$ cat config.mk
export PLATFORM = sky130hd
export DESIGN_NAME = causal_delivery_vector_clock
export DESIGN_NICKNAME = d
export VERILOG_FILES = /design/src/rtl/core/cdvc_pkg.sv /design/src/rtl/core/cdvc_ram.sv /design/src/rtl/core/causal_delivery_vector_clock.sv
export SDC_FILE = /design/constraint.sdc
export NUM_CORES = 2
export LEC_CHECK = 0
export BUFFER_PORTS_ARGS = -buffer_cell sky130_fd_sc_hd__buf_2
export CAP_MARGIN = 20
export CORE_MARGIN = 8
export CORE_UTILIZATION = 45
export CTS_CLUSTER_DIAMETER = 60
export DETAILED_ROUTE_END_ITERATION = 10
export PLACE_DENSITY_LB_ADDON = 0.05
export SLEW_MARGIN = 5
export SYNTH_ARGS = -nofsm -noshare
export SYNTH_HDL_FRONTEND = slang
export SYNTH_HIERARCHICAL = 1
export SYNTH_SLANG_ARGS = --single-unit
$ cat constraint.sdc
create_clock -name clk_i -period 25.3 [get_ports clk_i]
set_clock_uncertainty 0.1 [all_clocks]
set_input_delay 5.06 -clock clk_i [delete_from_list [all_inputs] [get_ports clk_i]]
set_output_delay 5.06 -clock clk_i [all_outputs]
set_load 0.005 [all_outputs]
$ cat src/rtl/core/cdvc_pkg.sv
// package: constants and types of the causal delivery block
package cdvc_pkg;
  localparam int unsigned NumProc    = 4;
  localparam int unsigned HoldDepth  = 16;
  localparam int unsigned ClockBits  = 16;
  localparam int unsigned IdW        = 2;
  localparam int unsigned HoldIdxW   = $clog2(HoldDepth);
  localparam int unsigned HoldCntW   = $clog2(HoldDepth + 1);
  localparam int unsigned EntryW     = IdW + 16 + NumProc * ClockBits;
  localparam logic [ClockBits-1:0] ClockMax = '1;

  typedef enum logic [1:0] {
    KindSent      = 2'd0,
    KindDelivered = 2'd1,
    KindHeld      = 2'd2,
    KindRejected  = 2'd3
  } kind_e;

  typedef enum logic [1:0] {
    StIdle,
    StRead,
    StCheck,
    StFlush
  } state_e;

  typedef logic [ClockBits-1:0] stamp_t [NumProc];
endpackage

$ cat src/rtl/core/cdvc_ram.sv
// generic single-port-write ram with registered read
module cdvc_ram #(
  parameter int unsigned Width = 8,
  parameter int unsigned Depth = 16
) (
  input  logic                     clk_i,
  input  logic                     we_i,
  input  logic [$clog2(Depth)-1:0] waddr_i,
  input  logic [Width-1:0]         wdata_i,
  input  logic [$clog2(Depth)-1:0] raddr_i,
  output logic [Width-1:0]         rdata_o
);
  logic [Width-1:0] mem [Depth];

  // write port and registered read port
  always_ff @(posedge clk_i) begin
    if (we_i) mem[waddr_i] <= wdata_i;
    rdata_o <= mem[raddr_i];
  end
endmodule

$ cat src/rtl/core/causal_delivery_vector_clock.sv
// top level: causal-order delivery with vector clocks and a hold store
// latency: a send, hold or reject shows its transfer the cycle after acceptance;
// a delivery first scans a non-empty hold store, reading then checking each entry,
// in passes until one delivers nothing or none remain; its last transfer is then flushed
// throughput: one item at a time, taken when idle with the result register empty
// reset: clocks, counts, sequence and hold fill count clear; ram contents undefined
module causal_delivery_vector_clock (
  input  logic        clk_i,
  input  logic        rst_ni,
  input  logic        cfg_we,
  input  logic [1:0]  cfg_wdata,
  input  logic        in_valid,
  output logic        in_ready,
  input  logic        action_i,
  input  logic [1:0]  in_sender_i,
  input  logic [15:0] in_seq_i,
  input  logic [15:0] in_stamp_0_i,
  input  logic [15:0] in_stamp_1_i,
  input  logic [15:0] in_stamp_2_i,
  input  logic [15:0] in_stamp_3_i,
  output logic        out_valid,
  input  logic        out_ready,
  output logic [1:0]  event_kind_o,
  output logic [1:0]  out_sender_o,
  output logic [15:0] out_seq_o,
  output logic [15:0] out_stamp_0_o,
  output logic [15:0] out_stamp_1_o,
  output logic [15:0] out_stamp_2_o,
  output logic [15:0] out_stamp_3_o,
  output logic [15:0] delivered_total_o,
  output logic        last_o
);
  import cdvc_pkg::*;

  state_e state_q, state_d;
  logic [IdW-1:0] own_id_q;
  stamp_t clock_q, clock_d;
  logic [15:0] cnt_q [NumProc];
  logic [15:0] cnt_d [NumProc];
  logic [15:0] seq_q, seq_d;
  logic [HoldCntW-1:0] fill_q, fill_d;
  logic [HoldIdxW-1:0] idx_q, idx_d;
  logic [HoldCntW-1:0] wr_q, wr_d;
  logic any_q, any_d;

  // result register
  logic ov_q, ov_d;
  logic [1:0] okind_q, okind_d, osnd_q, osnd_d;
  logic [15:0] oseq_q, oseq_d, otot_q, otot_d;
  stamp_t ost_q, ost_d;
  logic olast_q, olast_d;

  // delivery held back until it is known whether another one follows
  logic [IdW-1:0] pd_snd_q, pd_snd_d;
  logic [15:0] pd_seq_q, pd_seq_d, pd_tot_q, pd_tot_d;
  stamp_t pd_st_q, pd_st_d;

  // ram signals
  logic ram_we;
  logic [HoldIdxW-1:0] ram_wa, ram_ra;
  logic [EntryW-1:0] ram_wd, ram_rd;

  cdvc_ram #(.Width(EntryW), .Depth(HoldDepth)) u_hold (
    .clk_i(clk_i), .we_i(ram_we), .waddr_i(ram_wa), .wdata_i(ram_wd),
    .raddr_i(ram_ra), .rdata_o(ram_rd)
  );

  // unpack the entry read back
  logic [IdW-1:0] rd_snd;
  logic [15:0] rd_seq;
  stamp_t rd_st, in_st;
  always_comb begin
    rd_snd = ram_rd[EntryW-1 -: IdW];
    rd_seq = ram_rd[EntryW-IdW-1 -: 16];
    for (int i = 0; i < NumProc; i++) rd_st[i] = ram_rd[i*ClockBits +: ClockBits];
    in_st[0] = in_stamp_0_i;
    in_st[1] = in_stamp_1_i;
    in_st[2] = in_stamp_2_i;
    in_st[3] = in_stamp_3_i;
  end

  function automatic logic deliv(logic [IdW-1:0] s, stamp_t st, stamp_t c);
    logic ok;
    ok = 1'b1;
    for (int i = 0; i < NumProc; i++) begin
      if (IdW'(i) == s) begin
        if (c[i] == ClockMax || st[i] != c[i] + 1'b1) ok = 1'b0;
      end else if (st[i] > c[i]) ok = 1'b0;
    end
    return ok;
  endfunction

  logic in_fire, out_free;
  logic in_self, in_ok, hold_full, in_deliver;
  logic rd_ok, chk_go, pass_end, pass_any;
  logic [HoldCntW-1:0] idx_next, wr_nx;

  assign in_ready   = (state_q == StIdle) && !ov_q;
  assign in_fire    = in_valid && in_ready;
  assign out_free   = !ov_q || out_ready;
  assign in_self    = (in_sender_i == own_id_q);
  assign in_ok      = deliv(in_sender_i, in_st, clock_q);
  assign hold_full  = (fill_q == HoldCntW'(HoldDepth));
  assign in_deliver = in_fire && action_i && !in_self && in_ok;

  // scan decisions for the entry read back
  assign rd_ok    = deliv(rd_snd, rd_st, clock_q);
  assign chk_go   = (state_q == StCheck) && (!rd_ok || out_free);
  assign idx_next = {1'b0, idx_q} + 1'b1;
  assign pass_end = (idx_next == fill_q);
  assign pass_any = any_q || rd_ok;
  assign wr_nx    = rd_ok ? wr_q : wr_q + 1'b1;

  // next state
  always_comb begin
    state_d = state_q;
    unique case (state_q)
      StIdle: begin
        if (in_deliver) state_d = (fill_q != '0) ? StRead : StFlush;
      end
      StRead: begin
        state_d = StCheck;
      end
      StCheck: begin
        if (chk_go) begin
          if (!pass_end) state_d = StRead;
          else if (pass_any && wr_nx != '0) state_d = StRead;
          else state_d = StFlush;
        end
      end
      StFlush: begin
        if (out_free) state_d = StIdle;
      end
    endcase
  end

  // datapath, ram access and result register
  always_comb begin
    clock_d = clock_q;
    cnt_d = cnt_q;
    seq_d = seq_q;
    fill_d = fill_q;
    idx_d = idx_q;
    wr_d = wr_q;
    any_d = any_q;
    ov_d = ov_q && !out_ready;
    okind_d = okind_q; osnd_d = osnd_q; oseq_d = oseq_q; otot_d = otot_q;
    ost_d = ost_q; olast_d = olast_q;
    pd_snd_d = pd_snd_q; pd_seq_d = pd_seq_q; pd_st_d = pd_st_q; pd_tot_d = pd_tot_q;
    ram_we = 1'b0;
    ram_wa = fill_q[HoldIdxW-1:0];
    ram_wd = {in_sender_i, in_seq_i, in_st[3], in_st[2], in_st[1], in_st[0]};
    ram_ra = idx_q;
    unique case (state_q)
      StIdle: begin
        if (in_fire) begin
          if (!action_i) begin
            if (clock_q[own_id_q] != ClockMax)
              clock_d[own_id_q] = clock_q[own_id_q] + 1'b1;
            ov_d = 1'b1; olast_d = 1'b1;
            okind_d = KindSent; osnd_d = own_id_q; oseq_d = seq_q;
            ost_d = clock_d; otot_d = '0;
            seq_d = seq_q + 1'b1;
          end else if (in_self || !in_ok) begin
            ov_d = 1'b1; olast_d = 1'b1;
            osnd_d = in_sender_i; oseq_d = in_seq_i; ost_d = in_st;
            otot_d = cnt_q[in_sender_i];
            if (in_self || hold_full) okind_d = KindRejected;
            else begin
              okind_d = KindHeld;
              ram_we = 1'b1;
              fill_d = fill_q + 1'b1;
            end
          end else begin
            for (int i = 0; i < NumProc; i++)
              if (in_st[i] > clock_q[i]) clock_d[i] = in_st[i];
            if (cnt_q[in_sender_i] != 16'hFFFF)
              cnt_d[in_sender_i] = cnt_q[in_sender_i] + 1'b1;
            pd_snd_d = in_sender_i; pd_seq_d = in_seq_i; pd_st_d = in_st;
            pd_tot_d = cnt_d[in_sender_i];
            idx_d = '0; wr_d = '0; any_d = 1'b0;
          end
        end
      end
      StRead: begin
        // address idx_q is presented to the ram this cycle
      end
      StCheck: begin
        if (chk_go) begin
          if (rd_ok) begin
            for (int i = 0; i < NumProc; i++)
              if (rd_st[i] > clock_q[i]) clock_d[i] = rd_st[i];
            if (cnt_q[rd_snd] != 16'hFFFF) cnt_d[rd_snd] = cnt_q[rd_snd] + 1'b1;
            // a further delivery follows, so the held-back one is not last
            ov_d = 1'b1; okind_d = KindDelivered; osnd_d = pd_snd_q;
            oseq_d = pd_seq_q; ost_d = pd_st_q; otot_d = pd_tot_q; olast_d = 1'b0;
            pd_snd_d = rd_snd; pd_seq_d = rd_seq; pd_st_d = rd_st;
            pd_tot_d = cnt_d[rd_snd];
          end else begin
            // keep the entry, packed down to the write position
            ram_we = 1'b1;
            ram_wa = wr_q[HoldIdxW-1:0];
            ram_wd = ram_rd;
          end
          if (pass_end) begin
            fill_d = wr_nx; idx_d = '0; wr_d = '0; any_d = 1'b0;
          end else begin
            idx_d = idx_q + 1'b1; wr_d = wr_nx; any_d = pass_any;
          end
        end
      end
      StFlush: begin
        if (out_free) begin
          ov_d = 1'b1; okind_d = KindDelivered; osnd_d = pd_snd_q;
          oseq_d = pd_seq_q; ost_d = pd_st_q; otot_d = pd_tot_q; olast_d = 1'b1;
        end
      end
    endcase
  end

  always_ff @(posedge clk_i or negedge rst_ni) begin
    if (!rst_ni) begin
      state_q <= StIdle;
      own_id_q <= '0;
      for (int i = 0; i < NumProc; i++) begin
        clock_q[i] <= '0;
        cnt_q[i] <= '0;
      end
      seq_q <= '0;
      fill_q <= '0;
      idx_q <= '0;
      wr_q <= '0;
      any_q <= 1'b0;
      ov_q <= 1'b0;
    end else begin
      if (cfg_we) own_id_q <= cfg_wdata;
      state_q <= state_d;
      clock_q <= clock_d;
      cnt_q <= cnt_d;
      seq_q <= seq_d;
      fill_q <= fill_d;
      idx_q <= idx_d;
      wr_q <= wr_d;
      any_q <= any_d;
      ov_q <= ov_d;
    end
  end

  // result payload and held-back delivery
  always_ff @(posedge clk_i) begin
    okind_q <= okind_d; osnd_q <= osnd_d; oseq_q <= oseq_d; otot_q <= otot_d;
    ost_q <= ost_d; olast_q <= olast_d;
    pd_snd_q <= pd_snd_d; pd_seq_q <= pd_seq_d; pd_st_q <= pd_st_d;
    pd_tot_q <= pd_tot_d;
  end

  assign out_valid = ov_q;
  assign event_kind_o = okind_q;
  assign out_sender_o = osnd_q;
  assign out_seq_o = oseq_q;
  assign out_stamp_0_o = ost_q[0];
  assign out_stamp_1_o = ost_q[1];
  assign out_stamp_2_o = ost_q[2];
  assign out_stamp_3_o = ost_q[3];
  assign delivered_total_o = otot_q;
  assign last_o = olast_q;
endmodule

## Yosys cells after proc, flatten, opt, wreduce, memory -nomap -nowiden

Memories as Yosys holds them, arrays and structs flattened. A register that Yosys moved wholly into a read port is not among the register bits.
Cells that the tools add are included.

- Equal/unequal tests: 47
- Add/sub/neg operators: 12
- Reductions and logical operators: 46
- Mux-type cells: 200
- $lt $le $gt $ge: 14
- Bitwise operators: 4

Operators with widths:

| cell | count |
|---|---|
| $mux 64 | 31 |
| $mux 16 | 43 |
| $pmux 64 s2 | 3 |
| $mux 82 | 3 |
| $bwmux 64 | 3 |
| $pmux 64 s3 | 1 |
| $bmux 16 s2 | 5 |
| $add 16x1->16 const B | 8 |
| $gt 16x16->1 | 8 |
| $ne 16x16->1 | 8 |
| $demux 16 s2 | 3 |
| $pmux 16 s3 | 2 |
| $eq 16x16->1 const B | 4 |
| $pmux 16 s2 | 2 |
| $mux 5 | 12 |
| $mux 1 | 50 |
| $ne 16x16->1 const B | 3 |
| $mux 2 | 23 |
| $reduce_and 7->1 | 5 |
| $mux 4 | 8 |
| $pmux 5 s2 | 2 |
| $ne 2x2->1 const B | 9 |
| $ne 3x2->1 const B | 5 |
| $logic_or 1x1->1 | 13 |
| 31 further kinds | 69 |

- Word-level logic and storage cells: 356
- Memories kept: 1
- RAM bits: 1312
- Output and inout port bits: 103
- Flip-flop bits (word level): 363
- Input port bits: 90

Memories:

| name | words | bits a word | read ports | clocked after Yosys merged registers in | wr ports | line | RTL |
|---|---|---|---|---|---|---|---|
| u_hold.mem | 16 | 82 | 1 | 1 | 1 | cdvc_ram.sv:13 | `logic [Width-1:0] mem [Depth];` |

## Logic depth before layout (Yosys ltp)

- Word-level depth: 24
- Depth in mapped cells: 18

## By module

Netlist, hierarchy kept.

Modules (own cells, without submodules):

| module | cells an instance | area an instance (µm²) | times used |
|---|---|---|---|
| cdvc_ram | 2103 | 50683.6 | 1 |
| causal_delivery_vector_clock | 3297 | 29052.9 | 1 |

## Least setup slack after synthesis

OpenSTA, ideal clock, no wires.

- Path kind: input port to flip-flop
- From: input in_stamp_0_i[15]
- To: memory u_hold/mem[0][0] (netlist bit) (enable)
- Required time: 24577 ps
- Setup slack: 11699 ps
- Buffers on the path: 0
- Setup time: 623 ps
- Arrival: 12878 ps
- Stages on the path: 13
- Cell sequence: ha_1 nand4_1 nor2_1 nand3_1 a311o_1 a21oi_1 o32ai_1 nand4_1 and3_1 nand3_1 a21oi_1 or3b_2 nor3_1

- Longest elaborated chain between the ends: 18
- Elaborated cells on any way between the ends: 23
- Classes of those cells: 1 x order compare; 1 x eq/ne; 18 x mux; 3 x reduce/logical

RTL lines:

| what | line | RTL |
|---|---|---|
| start: declaration | causal_delivery_vector_clock.sv:17 | `input logic [15:0] in_stamp_0_i,` |
| branches (longest 3 deep; another with $gt 16x16->1) | n/a |  |
| $mux 1 * | causal_delivery_vector_clock.sv:86 | `if (IdW'(i) == s) begin` |
| $mux 1 (on tied branches) | causal_delivery_vector_clock.sv:88, causal_delivery_vector_clock.sv:87 |  |
| $mux 1 * | causal_delivery_vector_clock.sv:86 |  |
| $mux 1 (on tied branches) | causal_delivery_vector_clock.sv:88, causal_delivery_vector_clock.sv:87 |  |
| $mux 1 * | causal_delivery_vector_clock.sv:86 |  |
| $mux 1 (on tied branches) | causal_delivery_vector_clock.sv:88, causal_delivery_vector_clock.sv:87 |  |
| $mux 1 * | causal_delivery_vector_clock.sv:86 |  |
| $logic_not 1->1 * | causal_delivery_vector_clock.sv:164 | `end else if (in_self \|\| !in_ok) begin` |
| $logic_or 1x1->1 * | causal_delivery_vector_clock.sv:164 |  |
| $mux 1 * | causal_delivery_vector_clock.sv:164 |  |
| $mux 1 * | causal_delivery_vector_clock.sv:157 | `if (!action_i) begin` |
| $mux 1 * | causal_delivery_vector_clock.sv:156 | `if (in_fire) begin` |
| $pmux 1 s2 * | causal_delivery_vector_clock.sv:154 | `unique case (state_q)` |
| via ram_we | causal_delivery_vector_clock.sv:59 | `logic ram_we;` |
| $mux 1 * | cdvc_ram.sv:17 | `if (we_i) mem[waddr_i] <= wdata_i;` |
| $mux 1 (not written as such) * | cdvc_ram.sv:17 |  |
| end: declaration | cdvc_ram.sv:13 |  |

Mark *: on every way through the listed nets, which the timed path passes.

## Worst setup path in the final report

- From: input in_stamp_0_i[11]
- To: memory u_hold/mem[6][4] (netlist bit) (enable)

The elaborated chain is that of the path after synthesis.

==> key figures <==
CTS
  • Root buffer cell: clkbuf_16
  • Hold Buf Count CTS: 0
  • CTS tree: yes
  • Clock transition at the registers of the reported paths: 60 ps
  • Setup repair bufs after CTS: 0
  • Clock Sinks: 1,757
  • Cts repair resizes: 0
  • Total CTS buffers: 193
  • CTS H-Tree Depth: 4
  • Clk buf depth: 3
  • Clk Latency, worst-skew pair: 850 ps

STA
  • Worst rel slew slack: 18.8%
  • Setup TNS: 0 ps
  • Hold Vio Cnt, Final: 0
  • Min Tclk post-route: 10,240 ps
  • Max Fclk: 97.6 MHz
  • Final Max Slew Viols: 0
  • Fin crit share: 40.5%
  • Worst-margin pin slew: 1210 ps
  • Setup-failing EPs final: 0
  • RSZ-0062 raised after global routing: false

Logic synthesis
  • Post-synth EDFFs: 1,511
  • Top FF cell, synth: edfxtp_1
  • Flops & latches, synth: 1,757
  • Synthesized area per cell: 14.8 um^2
  • Top post-synthesis cells by area: edfxtp_1 (57%), mux4_2 (11%), dfrtp_1 (5.1%)
  • Yosys cell types: 87
  • Ys async rst share: 9.33%
  • Area leader, netlist: edfxtp_1
  • Register area share after synthesis: 64.1%
  • Post-Syn Area: 79,700 um^2
  • YS warnings: 6
  • Top cell type's share of synthesized area: 56.9%
  • Net Count, Synth: 5,630
  • Syn Inst Count: 5,400

Power
  • PD cells: 115 nW/um^2
  • Total power: 0.0103 W
  • Comb pwr share: 31.2%
  • Clock power share: 26.7%
  • Internal: 0.00659 W
  • Switching part of the total: 36.0%
  • P_leak: 30.4 nW
  • NetSw: 0.00371 W
  • Worst vdd ir: 0.0745 mV
  • Flop pwr share: 42.1%

Drt
  • Via density: 6.23
  • DRT Wirelength: 258 mm
  • Initial drt markers: 5,225
  • WL/cell: 32.0 um
  • DRC: 0
  • Router iterations before antenna repair: 8
  • Via count: 50,295
  • Final ANT Viol Nets: 0

GRT
  • Initial antenna violation count: 16
  • Largest net degree at the start of global routing: 154
  • First-pass GRT wire length: 371 mm
  • Total GRT Usage: 26.4%
  • Vias in the first global route: 50,269
  • Global route total overflow: 0

Floorplan
  • Die area: 191,000 um^2
  • Die height: 437 um
  • Row cnt: 154
  • Initial Utilization: 45.3%
  • Core area: 176,000 um^2
  • Die width: 437 um
  • I/O pins: 193

Final layout
  • Number of fillers in the final layout: 14,881
  • Layout Nets: 5,786
  • Total area of sequential cells: 51,100 um^2
  • Layout area overhead: 12.6%
  • Share of cells above drive strength 1: 20.0%
  • Multi-input gate area: 26,900 um^2

Critical path
  • Worst-path fanout max: 36
  • Crit start category: input pin
  • CP max stage delay: 900 ps
  • CP Class: input pin to register
  • CP max-delay cell: nor2_4
  • CP Capture Type: register
  • Required time worst endpoint: 25,660 ps
  • Critical-path cell list: buf_2, ha_1, nand4_1, nor2_1, nand3_1, a311o_1, a21oi_1, o32ai_2, nand4_1, and3_1, nand3_1, a21oi_1, nand3b_1, nor2_4, buf_4, buf_4
  • CP Buf/Inv Count: 3
  • CP delay by family, top: simple AND/OR/NAND/NOR gates
  • WP data arrival: 10,600 ps

Outcome
  • Status: complete, no violations

Worst hold path
  • Hold WC Path Type: register to register

Place
  • Port bufs: 192
  • RePlAce Congestion: 0.936
  • Detailed placer's ending HPWL: 165 mm

Flow run
  • # Max-Cap Violations: 0
## synthesized netlist by cell type, types with 39 or more instances
| cell | number |
|---|---|
| mux4_2 | 374 |
| a22o_1 | 39 |
| a22oi_1 | 175 |
| a21oi_1 | 205 |
| nand2_1 | 573 |
| edfxtp_1 | 1511 |
| xor2_1 | 62 |
| ha_1 | 140 |
| nor2_1 | 239 |
| dfxtp_1 | 82 |
| nand3_1 | 60 |
| dfrtp_1 | 164 |
| a211oi_1 | 46 |
| mux2i_1 | 110 |
| o211ai_1 | 45 |
| o22a_1 | 49 |
| nor3_1 | 105 |
| xnor2_1 | 136 |
| buf_2 | 44 |
| o21ai_0 | 205 |
| clkbuf_1 | 239 |
| mux2_2 | 81 |
| nand4_1 | 69 |
| inv_1 | 104 |
## power by group through the flow
stage	registers [W]	logic [W]	clock network, W
2_1_floorplan	0.00404	0.00222	0
3_3_place_gp	0.00437	0.00318	0
3_5_place_dp	0.00437	0.00319	0
4_1_cts	0.00432	0.00321	0.00281
5_1_grt	0.00437	0.00345	0.00292
6_report	0.00433	0.00322	0.00275
## worst register-to-register path, cell delays in order, from the launching register on
cell       delay, ps
dfrtp_1          740
nand4_1          900
nor4_2           700
xnor2_1          150
a2111oi_0        660
a31oi_1          170
o22ai_1          340
o311a_1          560
a21oi_4          110
buf_4            400
o21ai_1         1010
nand2_1          520
nor2_4           940
buf_4            590
buf_4            640
## placed cells by master (no fill, tap or decap), types with 17 or more instances in the layout
cell	count
or3_1	17
clkbuf_16	195
nand3_1	60
o211ai_1	45
nand2_1	572
ha_1	140
o22ai_1	36
clkinv_1	27
a21o_1	28
mux4_2	374
inv_1	104
o21ai_0	199
clkbuf_1	45
buf_2	190
buf_4	112
clkbuf_8	18
dfxtp_1	81
a211oi_1	46
a22o_1	39
clkinv_2	37
xnor2_1	129
edfxtp_1	1511
a221oi_1	23
a22oi_1	175
nor2b_1	21
nand2b_1	32
o22a_1	49
nor4_1	23
mux2_2	81
mux2i_1	110
nor2_1	223
o21a_1	19
xor2_1	61
dfrtp_1	161
a31oi_1	27
and3_1	32
nand4_1	69
a21oi_1	204
nor3_1	97
## registers in the layout, indices dropped and copies added, names as in the netlist, 4 cells and up
signal / count
fill_q: 5
idx_q: 4
seq_q: 16
pd_seq_q: 16
out_stamp_2_o: 16
out_stamp_3_o: 16
u_hold/mem: 1312
pd_st_q: 64
out_stamp_1_o: 16
cnt_q: 64
out_stamp_0_o: 16
out_seq_o: 16
wr_q: 5
u_hold/rdata_o: 82
clock_q: 64
pd_tot_q: 16
delivered_total_o: 16
## area by class of cell
cell class,count,share of cell area [%]
diodes,11,0.0307
clock buffers,257,5.89
clock inverters,108,1.14
inverters,108,0.463
multi-input cells,3182,30.0
flip-flops and latches,1757,57.0
well taps,2340,3.26
repair buffers,314,2.24
## cell families (layout without fill, tap and decap cells)
| group | Yosys count | after routing | synth area share [%] |
|---|---|---|---|
| xor+xnor | 204 | 204 | 2.34 |
| flops | 1757 | 1757 | 64.1 |
| compound gates | 1011 | 1011 | 8.53 |
| simple gates | 1262 | 1262 | 7.28 |
| fa+ha+maj | 140 | 140 | 2.20 |
| mux | 565 | 565 | 13.1 |
| other cells | 0 | 11 | 0 |
| buf+inv | 461 | 787 | 2.46 |
## routing by layer
| metal | wire [um] | GRT usage, % | part of all wire, % | vias up |
|---|---|---|---|---|
| met5 | 45 | 0 | 0.017 | - |
| met1 | 109000 | 36.4 | 42 | 26275 |
| li1 | - | - | - | 21556 |
| met2 | 123000 | 42.3 | 47 | 1989 |
| met3 | 15800 | 3.87 | 6.1 | 467 |
| met4 | 11200 | 10.8 | 4.3 | 8 |
## final timing paths
| path | slack (ps) | depth (start not counted) | to | startpoint |
|---|---|---|---|---|
| max | 15060 | 16 | u_hold/mem[6][4] | in_stamp_0_i[11] |
| min | 390 | 1 | seq_q[11] | seq_q[11] |
| max reg2reg | 16380 | 14 | u_hold/mem[7][76] | clock_q[5] |
| min reg2reg | 390 | 1 | seq_q[11] | seq_q[11] |
| max in group asynchronous | 18780 | 3 | cnt_q[28] | rst_ni |
| min in group asynchronous | 4090 | 1 | clock_q[36] | rst_ni |
## stage by stage
step	hold WS, ps	util [%]	worst slack, ps	instance area, um^2	std cells
final	389	51.0	15060	89700	8077
after global routing	415	51.0	14880	89700	8070
after CTS	394	50.9	15170	89700	8063
after detailed placement	381	47.3	14210	83400	7698
after global placement	378	47.3	14200	83300	7694
after floorplan	341	-	11700	79700	5400
Note: power is estimated with default switching activity, not from simulation.
